--- src/rtl/core/htcfp_pkg.sv ---
// types, constants and helpers for the hex text frame parser
package htcfp_pkg;

   localparam int unsigned CharWidth = 8;
   localparam int unsigned IdWidth   = 32;
   localparam int unsigned DataWidth = 64;
   localparam int unsigned DlcWidth  = 4;
   localparam int unsigned MaxBytes  = 8;

   localparam logic [CharWidth-1:0] SepReset  = 8'd44;
   localparam logic [CharWidth-1:0] TermReset = 8'd10;

   // configuration register indexes
   typedef enum logic [0:0] {
      CSR_SEPARATOR  = 1'b0,
      CSR_TERMINATOR = 1'b1
   } csr_index_type;

   // field position within one line
   typedef enum logic [2:0] {
      FIELD_ID   = 3'd0,
      FIELD_RTR  = 3'd1,
      FIELD_IDE  = 3'd2,
      FIELD_DATA = 3'd3,
      FIELD_TAIL = 3'd4
   } field_type;

   // hex digit value, anything else reads as zero
   function automatic logic [3:0] hex_value(input logic [CharWidth-1:0] c);
      logic [3:0] v;
      v = 4'd0;
      if (c >= "0" && c <= "9") begin
         v = c[3:0];
      end else if ((c >= "a" && c <= "f") || (c >= "A" && c <= "F")) begin
         // low nibble of a..f / A..F is 1..6
         v = c[3:0] + 4'd9;
      end
      return v;
   endfunction

endpackage

--- src/rtl/core/hex_text_can_frame_parser.sv ---
// hex text frame parser top level: input register, parse state, result register
// Takes one ASCII character per beat on req_ and gives one parsed frame on rsp_
// for each terminator character. A line is ID,RTR,IDE,DATA in hex digit pairs;
// non-hex characters count as digit 0, missing fields read as zero, data beyond
// eight bytes is dropped and flagged in rsp_data_truncated, and a line longer
// than LINE_LIMIT characters restarts parsing. One character is accepted every
// clock cycle while no terminator waits on a stalled result. A terminator beat
// is registered in the input register and moves into the result register once
// that is free, so its frame reaches rsp_ through both registers. A stalled
// result holds back a following terminator and the characters behind it; other
// characters keep flowing. Separator and terminator codes are set through csr_
// only while the block is idle, which the user must ensure; it is not enforced.
module hex_text_can_frame_parser
   import htcfp_pkg::*;
#(
   parameter int unsigned LINE_LIMIT = 64
) (
   input  logic                 clock,
   input  logic                 reset,
   input  logic                 req_valid,
   output logic                 req_stall,
   input  logic [CharWidth-1:0] req_rx_char,
   output logic                 rsp_valid,
   input  logic                 rsp_stall,
   output logic [IdWidth-1:0]   rsp_frame_id,
   output logic                 rsp_frame_rtr,
   output logic                 rsp_frame_ide,
   output logic [DlcWidth-1:0]  rsp_frame_dlc,
   output logic [DataWidth-1:0] rsp_frame_data,
   output logic                 rsp_data_truncated,
   input  logic                 csr_write,
   input  csr_index_type        csr_index,
   input  logic [CharWidth-1:0] csr_wdata
);

   localparam int unsigned LenWidth = $clog2(LINE_LIMIT + 1);

   logic [CharWidth-1:0] sep_ff, term_ff;

   logic                 in_valid_ff;
   logic [CharWidth-1:0] in_char_ff;

   field_type            field_ff, field_in;
   logic                 phase_ff, phase_in;
   logic [3:0]           high_ff, high_in;
   logic [IdWidth-1:0]   id_ff, id_in;
   logic [7:0]           rtr_ff, rtr_in;
   logic [7:0]           ide_ff, ide_in;
   logic [DataWidth-1:0] data_ff, data_in;
   logic [DlcWidth-1:0]  count_ff, count_in;
   logic                 ovf_ff, ovf_in;
   logic [LenWidth-1:0]  len_ff, len_in;

   logic                 out_valid_ff;
   logic [IdWidth-1:0]   out_id_ff;
   logic                 out_rtr_ff, out_ide_ff, out_ovf_ff;
   logic [DlcWidth-1:0]  out_dlc_ff;
   logic [DataWidth-1:0] out_data_ff;

   logic is_term, out_free, fire, emit;

   assign is_term   = (in_char_ff == term_ff);
   assign out_free  = !out_valid_ff || !rsp_stall;
   assign fire      = in_valid_ff && (!is_term || out_free);
   assign emit      = fire && is_term;
   assign req_stall = in_valid_ff && !fire;

   // configuration registers
   always_ff @(posedge clock) begin
      if (reset) begin
         sep_ff  <= SepReset;
         term_ff <= TermReset;
      end else if (csr_write) begin
         unique case (csr_index)
            CSR_SEPARATOR:  sep_ff  <= csr_wdata;
            CSR_TERMINATOR: term_ff <= csr_wdata;
            default:        ;
         endcase
      end
   end

   // input register
   always_ff @(posedge clock) begin
      if (reset) begin
         in_valid_ff <= 1'b0;
      end else if (req_valid && !req_stall) begin
         in_valid_ff <= 1'b1;
      end else if (fire) begin
         in_valid_ff <= 1'b0;
      end
   end

   always_ff @(posedge clock) begin
      if (req_valid && !req_stall) begin
         in_char_ff <= req_rx_char;
      end
   end

   // parse step for the character in the input register
   always_comb begin
      logic        restart;
      logic        store_en;
      logic [7:0]  byte_val;
      logic [3:0]  digit;

      restart  = (len_ff >= LenWidth'(LINE_LIMIT));
      digit    = hex_value(in_char_ff);

      field_in = restart ? FIELD_ID : field_ff;
      phase_in = restart ? 1'b0 : phase_ff;
      high_in  = restart ? 4'd0 : high_ff;
      id_in    = restart ? '0 : id_ff;
      rtr_in   = restart ? 8'd0 : rtr_ff;
      ide_in   = restart ? 8'd0 : ide_ff;
      data_in  = restart ? '0 : data_ff;
      count_in = restart ? '0 : count_ff;
      ovf_in   = restart ? 1'b0 : ovf_ff;
      len_in   = (restart ? '0 : len_ff) + LenWidth'(1);

      // terminator in mid-pair completes the byte with a zero low nibble
      store_en = phase_in;
      byte_val = {high_in, (is_term ? 4'd0 : digit)};

      if (store_en) begin
         case (field_in)
            FIELD_ID:  id_in  = {id_in[IdWidth-9:0], byte_val};
            FIELD_RTR: rtr_in = byte_val;
            FIELD_IDE: ide_in = byte_val;
            FIELD_DATA: begin
               if (count_in < DlcWidth'(MaxBytes)) begin
                  data_in[(3'd7 - count_in[2:0]) * 8 +: 8] = byte_val;
                  count_in = count_in + DlcWidth'(1);
               end else begin
                  ovf_in = 1'b1;
               end
            end
            default: ;
         endcase
      end

      if (!is_term) begin
         if (!phase_in) begin
            if (in_char_ff == sep_ff) begin
               if (field_in != FIELD_TAIL) begin
                  field_in = field_type'(3'(field_in) + 3'd1);
               end
            end else begin
               high_in  = digit;
               phase_in = 1'b1;
            end
         end else begin
            phase_in = 1'b0;
         end
      end
   end

   // parse state
   always_ff @(posedge clock) begin
      if (reset) begin
         field_ff <= FIELD_ID;
         phase_ff <= 1'b0;
         high_ff  <= 4'd0;
         id_ff    <= '0;
         rtr_ff   <= 8'd0;
         ide_ff   <= 8'd0;
         data_ff  <= '0;
         count_ff <= '0;
         ovf_ff   <= 1'b0;
         len_ff   <= '0;
      end else if (fire) begin
         if (is_term) begin
            field_ff <= FIELD_ID;
            phase_ff <= 1'b0;
            high_ff  <= 4'd0;
            id_ff    <= '0;
            rtr_ff   <= 8'd0;
            ide_ff   <= 8'd0;
            data_ff  <= '0;
            count_ff <= '0;
            ovf_ff   <= 1'b0;
            len_ff   <= '0;
         end else begin
            field_ff <= field_in;
            phase_ff <= phase_in;
            high_ff  <= high_in;
            id_ff    <= id_in;
            rtr_ff   <= rtr_in;
            ide_ff   <= ide_in;
            data_ff  <= data_in;
            count_ff <= count_in;
            ovf_ff   <= ovf_in;
            len_ff   <= len_in;
         end
      end
   end

   // result register
   always_ff @(posedge clock) begin
      if (reset) begin
         out_valid_ff <= 1'b0;
      end else if (emit) begin
         out_valid_ff <= 1'b1;
      end else if (!rsp_stall) begin
         out_valid_ff <= 1'b0;
      end
   end

   always_ff @(posedge clock) begin
      if (emit) begin
         out_id_ff   <= id_in;
         out_rtr_ff  <= (rtr_in != 8'd0);
         out_ide_ff  <= (ide_in != 8'd0);
         out_dlc_ff  <= count_in;
         out_data_ff <= data_in;
         out_ovf_ff  <= ovf_in;
      end
   end

   assign rsp_valid          = out_valid_ff;
   assign rsp_frame_id       = out_id_ff;
   assign rsp_frame_rtr      = out_rtr_ff;
   assign rsp_frame_ide      = out_ide_ff;
   assign rsp_frame_dlc      = out_dlc_ff;
   assign rsp_frame_data     = out_data_ff;
   assign rsp_data_truncated = out_ovf_ff;

endmodule
--- config.mk ---
export PLATFORM = sky130hd
export DESIGN_NAME = hex_text_can_frame_parser
export DESIGN_NICKNAME = d
export VERILOG_FILES = /design/src/rtl/core/htcfp_pkg.sv /design/src/rtl/core/hex_text_can_frame_parser.sv
export SDC_FILE = /design/constraint.sdc
export NUM_CORES = 1
export LEC_CHECK = 0
export BUFFER_PORTS_ARGS = -buffer_cell sky130_fd_sc_hd__buf_2
export CORE_MARGIN = 2
export CORE_UTILIZATION = 35
export DETAILED_ROUTE_END_ITERATION = 16
export PLACE_DENSITY_LB_ADDON = 0.3
export SETUP_SLACK_MARGIN = 0.05
export SLEW_MARGIN = 30
export SYNTH_ARGS = -nofsm -noshare
export SYNTH_HDL_FRONTEND = slang
export SYNTH_SLANG_ARGS = --single-unit
--- constraint.sdc ---
create_clock -name clock -period 7.5 [get_ports clock]
set_clock_uncertainty 0.1 [all_clocks]
set_input_delay 1.125 -clock clock [delete_from_list [all_inputs] [get_ports clock]]
set_output_delay 1.125 -clock clock [all_outputs]
set_load 0.01 [all_outputs]
==> summary.md, run 1 <==
| Metric | Value |
|---|---|
| Status | `finished clean` |
| # Post-CTS Setup Buffers | `0` |
| CTS resizes | `0` |
| CTS clk-pin slew, worst paths | `0.06 ns` |
| Vias | `9121` |
| CP Launch Type | `register` |
| Distinct cells, synth | `71` |
| N_diodes | `0` |
| H-Tree Level Count | `1` |
| Nets@finish | `1288` |
| DPL Wire Length | `20900 µm` |
| VDD IR-drop max | `0.181 mV` |
| Max Slew Vio Count | `0` |
| ANT nets after route | `0` |
| TritonCTS buffer count | `28` |
| Tot Pwr | `3150 µW` |
| Avg WL per Cell | `18.6 µm` |
| Largest net degree at the start of global routing | `85` |
| Synth warn | `0` |
| Initial Util | `0.356` |
| Vias per inst | `5.43` |
| Fillers | `3092` |
| Prevailing post-synth register cell | `dfxtp_1` |
| # rows | `65` |
| Worst skew pair latency | `0.54 ns` |
| Min-delay src | `data_ff[48]` |
| Pint | `2480 µW` |
| Multi-input logic area | `0.00458 mm²` |
| Storage cell area | `0.00634 mm²` |
| Worst path cell trace | `xnor2_1 > nand4_1 > nor2_1 > nand2_1 > nor2_1 > buf_2` |
| Sequential area share after synthesis | `0.562` |
| Synthesized flop and latch total | `261` |
| Data required, critical path | `6.27 ns` |
| Hold Path Depth | `2` |
| Tcrit/Tclk final | `0.473` |
| Drt pass-1 iters | `5` |
| Switching share of power | `0.213` |
| Post-Syn Area | `0.0113 mm²` |
| R2r startpoint | `len_ff[6]` |
| Slew @ Worst Pin | `0.938 ns` |
| Asr flop ratio synth | `0` |
| CP Capture Type | `primary output` |
| Final Wtd Congestion | `0.877` |
| Final hold vios | `0` |
| Flop pwr share | `0.475` |
| LEAKAGE | `0.00495 µW` |
| PD cells | `237 mW/mm²` |
| Worst path bufs/invs | `1` |
| DRC | `0` |
| Die Wd | `183 µm` |
| First-pass GRT wire length | `48100 µm` |
| I/O pins | `127` |
| Syn avg cell area | `9.68 µm²` |
| R2r setup slk | `3.98 ns` |
| Maxcap violations | `0` |
| Syn Nets | `1197` |
| GRT overflow | `0` |
| Crit-path max cell delay | `0.59 ns` |
| CTS tree | `done` |
| Worst-path fanout max | `9` |
| CP most frequent cell | `nor2_1` |
| Die area | `0.0337 mm²` |
| All-layer global routing usage | `0.180` |
| Synth Instances | `1164` |
| Final TNS setup | `0 ns` |
| Reg2reg end | `data_ff[39]` |
| Final core occ | `0.421` |
| Clock Sinks | `261` |
| Clock power share | `0.486` |
| Switch Pwr | `671 µW` |
| Core area | `0.0316 mm²` |
| Initial drt markers | `877` |
| CTS Hold Buffers Added | `0` |
| CP delay by family, top | `simple AND/OR/NAND/NOR gates` |
| Setup violators final | `0` |
| Crit path DAT | `2.32 ns` |
| Fmax | `282 MHz` |
| Die Ht | `183 µm` |
| Synth-to-Final Area Change | `18.1%` |
| RSZ-0062 raised after global routing | `false` |
| Post-synth EDFFs | `111` |
| Antenna violations before repair | `0` |
| Hold Crit Class | `reg -> reg` |
| Crit Path Category | `reg -> out` |
| Root Driver | `clkbuf_16` |
| Fin crit period | `3.55 ns` |
| Vias in the first global route | `8715` |
| Comb pwr share | `0.039` |
| Worst path slowest cell | `edfxtp_1` |
| Worst R2R Path Depth | `11` |
| Longest Clk Path Bufs | `3` |
| Slew margin rel. | `0.373` |
| Fraction of layout cells with a size suffix above 1 | `0.171` |
| Hold endpoint | `data_ff[48]` |
| Port-buffer cells | `126` |
| Wirelength, routed | `31200 µm` |
cell usage after synthesis (4+ instances only):
master	number	share of area
or4_1	5	0.0033
buf_2	11	0.0049
a32o_1	6	0.0053
mux2i_1	5	0.0044
inv_1	19	0.0063
nor2b_1	14	0.0078
ha_1	11	0.012
nand2b_1	7	0.0039
xor2_1	17	0.013
edfxtp_1	111	0.30
nand4_1	4	0.0022
clkbuf_1	59	0.020
dfxtp_1	150	0.27
and2_1	6	0.0033
o21ai_0	83	0.037
and3_1	4	0.0022
o22ai_1	5	0.0028
nand2_1	179	0.060
nor3_1	18	0.0080
or3_1	4	0.0022
a22oi_1	58	0.039
buf_1	12	0.0040
a22o_1	23	0.018
a21o_1	11	0.0073
a21oi_1	75	0.033
a31oi_1	9	0.0050
nor2_1	107	0.036
o32ai_1	15	0.012
xnor2_1	8	0.0062
nor4_1	12	0.0067
nand3_1	53	0.024
cells by family (layout without fill, tap and decap cells):
group           count (synthesis)  count (layout)  share of synthesized area
mux                             7               7                    0.00644
buf+inv                       104             217                     0.0366
flops                         261             261                      0.562
fa+ha+maj                      11              11                     0.0122
xor+xnor                       25              25                     0.0194
compound gates                318             318                      0.185
simple gates                  438             438                      0.178
layout by cell type (no fill, tap or decap), types with 14 or more instances in the layout:
cell type / count
edfxtp_1: 111
nor2b_1: 14
nand3_1: 53
buf_2: 126
a22o_1: 23
nand2_1: 179
o21ai_0: 82
dfxtp_1: 150
nor3_1: 17
xor2_1: 17
nor2_1: 106
inv_1: 19
a21oi_1: 73
buf_4: 17
clkbuf_16: 29
o32ai_1: 15
a22oi_1: 58
worst max-delay path by stage:
| stage | start | end | slack, ns | depth (start not counted) |
|---|---|---|---|---|
| after global routing | in_char_ff[0] | req_stall | 3.74 | 6 |
| final | in_char_ff[0] | req_stall | 3.95 | 6 |
| after CTS | in_char_ff[0] | req_stall | 3.95 | 6 |
| after global placement | rsp_stall | rsp_frame_id[29] | 3.78 | 6 |
| after floorplan | rsp_stall | rsp_data_truncated | 0.81 | 5 |
| after detailed placement | rsp_stall | rsp_frame_id[26] | 3.73 | 6 |
final cells by class:
type                       count  area share
timing repair buffer         145      0.0593
sequential                   261       0.476
inverter                      20     0.00564
multi-input combinational    799       0.344
clock buffer                  36      0.0580
tap                          402      0.0378
clock inverter                16      0.0194
through the flow:
stage,area (µm²),setup WS (ns),std cells,hold WS (ns)
finish,13300,3.95,1679,0.349
global route,13300,3.74,1679,0.373
CTS,13300,3.95,1679,0.356
detailed placement,12300,3.73,1627,0.346
global placement,12300,3.78,1627,0.337
floorplan,11300,0.806,1164,0.323
power by group through the flow:
| stage | Clock, µW | Combinational [µW] | Sequential [µW] |
|---|---|---|---|
| 2_1_floorplan | 0 | 89.1 | 1520 |
| 3_3_place_gp | 0 | 120 | 1530 |
| 3_5_place_dp | 0 | 121 | 1530 |
| 4_1_cts | 1560 | 121 | 1500 |
| 5_1_grt | 1610 | 134 | 1500 |
| 6_report | 1530 | 122 | 1500 |
registers in the layout (all words and copies together), names as in the netlist, 4 cells and up:
| register | cells |
|---|---|
| rtr_ff | 8 |
| count_ff | 4 |
| data_ff | 64 |
| id_ff | 32 |
| ide_ff | 8 |
| sep_ff | 8 |
| rsp_frame_id | 32 |
| term_ff | 8 |
| high_ff | 4 |
| rsp_frame_dlc | 4 |
| len_ff | 7 |
| in_char_ff | 8 |
| rsp_frame_data | 64 |
routing by layer:
layer	vias up	wire [µm]	part of all wire	track usage
li1	4395	-	-	-
met1	4369	13600	0.43	0.245
met2	308	14900	0.48	0.296
met3	49	2040	0.066	0.0263
met4	0	701	0.022	0.0560
met5	-	0	0	0
worst min-delay path, delay by kind of cell (launching register included):
family	cells	cell delay [ns]
AOI/OAI and AO/OA	1	0.05
buffers and inverters	1	0.05
DFF	1	0.31
(Power assumes the default switching activity.)
==> inputs of run 2 (changes only) <==
- clock period: 7.5 -> 3.4 ns (I/O delays scaled with it)
==> summary.md, run 2 (synthesized netlist as in run 1, its figures left out) <==
| Metric | Value |
|---|---|
| Vias per inst | `5.46` |
| VDD IR-drop max | `0.364 mV` |
| Fmax | `318 MHz` |
| Maxcap violations | `0` |
| Data required, critical path | `3.57 ns` |
| Switch Pwr | `1540 µW` |
| LEAKAGE | `0.00510 µW` |
| CTS resizes | `0` |
| All-layer global routing usage | `0.183` |
| Vias in the first global route | `8524` |
| Comb pwr share | `0.040` |
| Crit path DAT | `3.31 ns` |
| Avg WL per Cell | `18.5 µm` |
| Core area | `0.0316 mm²` |
| Pint | `5600 µW` |
| Wirelength, routed | `31400 µm` |
| Fin crit period | `3.14 ns` |
| RSZ-0062 raised after global routing | `false` |
| Final TNS setup | `0 ns` |
| Max Slew Vio Count | `0` |
| Port-buffer cells | `126` |
| # rows | `65` |
| PD cells | `525 mW/mm²` |
| CTS Hold Buffers Added | `0` |
| Clock power share | `0.497` |
| Initial drt markers | `879` |
| Switching share of power | `0.215` |
| Flop pwr share | `0.463` |
| Setup violators final | `0` |
| CP Capture Type | `register` |
| Antenna violations before repair | `0` |
| GRT overflow | `0` |
| Root Driver | `clkbuf_16` |
| Final Hold Slack | `0.0462 ns` |
| Fraction of layout cells with a size suffix above 1 | `0.188` |
| DRC | `0` |
| Nets@finish | `1309` |
| Die area | `0.0337 mm²` |
| Synth-to-Final Area Change | `20.6%` |
| Worst skew pair latency | `0.56 ns` |
| Crit Path Category | `reg -> reg` |
| Multi-input logic area | `0.00457 mm²` |
| Final hold vios | `0` |
| R2r setup slk | `0.26 ns` |
| H-Tree Level Count | `1` |
| Vias | `9290` |
| CTS clk-pin slew, worst paths | `0.06 ns` |
| Commonest cells after routing, fill and taps aside | `179 x nand2_1, 150 x dfxtp_1, 126 x buf_2` |
| Largest net degree at the start of global routing | `95` |
| DPL Wire Length | `21300 µm` |
| N_diodes | `0` |
| Longest Clk Path Bufs | `3` |
| Drt pass-1 iters | `7` |
| Status | `finished clean` |
| CP Launch Type | `register` |
| ANT nets after route | `0` |
| Clock Sinks | `261` |
| CTS tree | `done` |
| Tcrit/Tclk final | `0.925` |
| TritonCTS buffer count | `30` |
| Die Ht | `183 µm` |
| Slew margin rel. | `0.354` |
| Final Wtd Congestion | `0.880` |
| Initial Util | `0.356` |
| Slew @ Worst Pin | `0.967 ns` |
| Worst-path fanout max | `50` |
| I/O pins | `127` |
| Storage cell area | `0.00634 mm²` |
| First-pass GRT wire length | `48700 µm` |
| Commonest non-fill, non-tap cell in the layout | `nand2_1` |
| Fillers | `3020` |
| Hold Crit Class | `in -> reg` |
| Tot Pwr | `7140 µW` |
| Die Wd | `183 µm` |
## run 2: repair_timing
action                                  CTS  global route
setup buffers                             0             1
endpoints found under the setup margin    0             6
endpoints found under the hold margin     0             0
## run 2: path summary, 6_finish.rpt
| kind | from | end | cells past startpoint |
|---|---|---|---|
| setup / recovery | len_ff[6] | rsp_frame_data[49] | 10 |
| hold / removal | req_rx_char[6] | in_char_ff[6] | 1 |
| setup reg to reg | len_ff[6] | rsp_frame_data[49] | 10 |
| hold reg to reg | data_ff[53] | data_ff[53] | 2 |
## run 2: area by class of cell
class,count,share of cell area
timing repair buffer,164,0.0723
multi-input combinational,799,0.337
clock buffer,39,0.0637
clock inverter,17,0.0186
inverter,20,0.00552
sequential,261,0.466
tap,402,0.0370
## run 2: power groups by stage
stage          Clock [µW]  Combinational, µW  Sequential, µW
2_1_floorplan           0                198            3350
3_3_place_gp            0                282            3370
3_5_place_dp            0                284            3370
4_1_cts              3620                285            3300
5_1_grt              3750                314            3300
6_report             3550                287            3300
## run 2: worst max-delay path: stages (launching register included)
cell,delay [ns]
dfxtp_1,0.37
buf_12,0.26
nor2b_1,0.10
ha_1,0.19
ha_1,0.35
nand2b_1,0.31
or3_1,0.42
o21ai_0,0.29
inv_1,0.07
nor2_1,0.27
a21oi_1,0.11
## run 2: through the flow
stage	cell area [µm²]	util	cells	setup WS, ns
2_1_floorplan	11300	-	1164	0.0502
3_5_place_dp	12500	0.394	1645	0.277
5_1_grt	13600	0.430	1702	0.0752
6_report	13600	0.430	1702	0.256
4_1_cts	13600	0.429	1701	0.260
3_3_place_gp	12500	0.394	1645	0.341
## run 2: metal layers
| layer | wire [µm] | up-vias | part of all wire | track usage |
|---|---|---|---|---|
| met3 | 2140 | 61 | 0.068 | 0.0301 |
| met2 | 14600 | 334 | 0.46 | 0.286 |
| met4 | 798 | 0 | 0.025 | 0.0541 |
| li1 | - | 4455 | - | - |
| met5 | 0 | - | 0 | 0 |
| met1 | 13900 | 4440 | 0.44 | 0.261 |
==> inputs of run 3 (changes only) <==
--- a/config.mk
+++ b/config.mk
@@ -7,4 +7,5 @@
 export LEC_CHECK = 0
 export BUFFER_PORTS_ARGS = -buffer_cell sky130_fd_sc_hd__buf_2
+export CORE_ASPECT_RATIO = 2
 export CORE_MARGIN = 2
 export CORE_UTILIZATION = 35
==> constraint.sdc (replaced) <==
create_clock -name clock -period 3.4 [get_ports clock]
set_clock_uncertainty 0.1 [all_clocks]
set_input_delay 0.34 -clock clock [delete_from_list [all_inputs] [get_ports clock]]
set_output_delay 0.34 -clock clock [all_outputs]
set_load 0.01 [all_outputs]
==> summary.md, run 3 (synthesized netlist as in run 1, its figures left out) <==
| Metric | Value |
|---|---|
| Setup violators final | `0` |
| Final core occ | `0.419` |
| Fin crit period | `3.18 ns` |
| All-layer global routing usage | `0.199` |
| Avg WL per Cell | `19.6 µm` |
| DRC | `0` |
| TritonCTS buffer count | `24` |
| N_diodes | `0` |
| # Post-CTS Setup Buffers | `0` |
| Storage cell area | `0.00634 mm²` |
| Maxcap violations | `0` |
| Fmax | `314 MHz` |
| Antenna violations before repair | `0` |
| Status | `finished clean` |
| # rows | `93` |
| Commonest cells after routing, fill and taps aside | `179 x nand2_1, 150 x dfxtp_1, 126 x buf_2` |
| Nets@finish | `1319` |
| VDD IR-drop max | `0.502 mV` |
| Worst R2R Path Depth | `10` |
| Slew @ Worst Pin | `1.02 ns` |
| Wirelength, routed | `33900 µm` |
| Final Wtd Congestion | `0.907` |
| DPL Wire Length | `23900 µm` |
| Tot Pwr | `6260 µW` |
| Slew margin rel. | `0.317` |
| Initial drt markers | `610` |
| Fraction of layout cells with a size suffix above 1 | `0.175` |
| Data required, critical path | `3.74 ns` |
| Tcrit/Tclk final | `0.937` |
| Hold Crit Class | `in -> reg` |
| ANT nets after route | `0` |
| Longest Clk Path Bufs | `3` |
| First-pass GRT wire length | `51400 µm` |
| Worst-path fanout max | `50` |
| Vias in the first global route | `9206` |
| Die Wd | `131 µm` |
| Largest net degree at the start of global routing | `84` |
| Drt pass-1 iters | `5` |
| CP Capture Type | `register` |
| Commonest non-fill, non-tap cell in the layout | `nand2_1` |
| Max Slew Vio Count | `0` |
| Vias | `9373` |
| RSZ-0062 raised after global routing | `false` |
| Core area | `0.0320 mm²` |
| R2r setup slk | `0.22 ns` |
| Clock Sinks | `261` |
| Vias per inst | `5.41` |
| PD cells | `467 mW/mm²` |
| Crit Path Category | `reg -> reg` |
| Root Driver | `clkbuf_16` |
| Hold Path Depth | `4` |
| GRT overflow | `0` |
| Port-buffer cells | `126` |
| Final hold vios | `0` |
| CTS clk-pin slew, worst paths | `0.07 ns` |
| Synth-to-Final Area Change | `19.0%` |
| CP Launch Type | `register` |
| Die area | `0.0337 mm²` |
| Die Ht | `258 µm` |
| Final TNS setup | `0 ns` |
| LEAKAGE | `0.00499 µW` |
| CTS tree | `done` |
| Worst skew pair latency | `0.53 ns` |
| Initial Util | `0.352` |
| Fillers | `3133` |
| Crit path DAT | `3.53 ns` |
| I/O pins | `127` |
| Multi-input logic area | `0.00458 mm²` |
| H-Tree Level Count | `1` |
## run 3: timing repair
action / CTS / global route
endpoints found under the hold margin: 25 / 0
gates resized for setup: 1 / 0
setup endpoints to repair: 1 / 0
hold buffers: 17 / 0
## run 3: metrics by stage
| stage | setup slack, ns | cell area, µm² | instances | hold WS [ns] |
|---|---|---|---|---|
| after floorplan | 0.0502 | 11300 | 1164 | 0.323 |
| after global placement | 0.124 | 12500 | 1670 | 0.337 |
| after detailed placement | 0.0368 | 12500 | 1670 | 0.343 |
| after CTS | 0.244 | 13400 | 1731 | 0.103 |
| after global routing | 0.0540 | 13400 | 1731 | 0.125 |
| final | 0.215 | 13400 | 1731 | 0.120 |
## run 3: power breakdown
group / internal, µW / switching, µW / total (µW)
Clock: 1470 / 1190 / 2660
Combinational: 95.5 / 203 / 298
Sequential: 3260 / 36.3 / 3300
Total: 4830 / 1430 / 6260
## run 3: final cells by class
cell class | count | share of cell area
Timing Repair Buffer | 180 | 0.0832
Inverter | 20 | 0.00560
Multi-Input combinational cell | 799 | 0.341
Sequential cell | 261 | 0.472
Clock inverter | 10 | 0.00448
Clock buffer | 34 | 0.0530
Tap cell | 427 | 0.0398
## run 3: per-layer routing
layer | global-route usage | vias up | part of all wire
li1 | - | 4454 | -
met1 | 0.206 | 4516 | 0.35
met2 | 0.378 | 307 | 0.55
met3 | 0.0232 | 96 | 0.044
met4 | 0.107 | 0 | 0.054
met5 | 0 | - | 0
## run 3: worst paths after layout
| kind | to | start |
|---|---|---|
| worst max-delay path | data_ff[51] | len_ff[6] |
| worst min-delay path | sep_ff[6] | csr_index |
| worst max register to register | data_ff[51] | len_ff[6] |
| worst min register to register | data_ff[3] | data_ff[3] |
## run 3: critical path, stage by stage, from the launching register on
cell and delay (ns):
dfxtp_1 0.37, buf_12 0.26, nor2b_1 0.10, ha_1 0.20, ha_1 0.36, nand2b_1 0.20
or3_1 0.38, o21ai_0 0.50, nor3_1 0.13, o31a_1 0.29, a31o_2 0.20
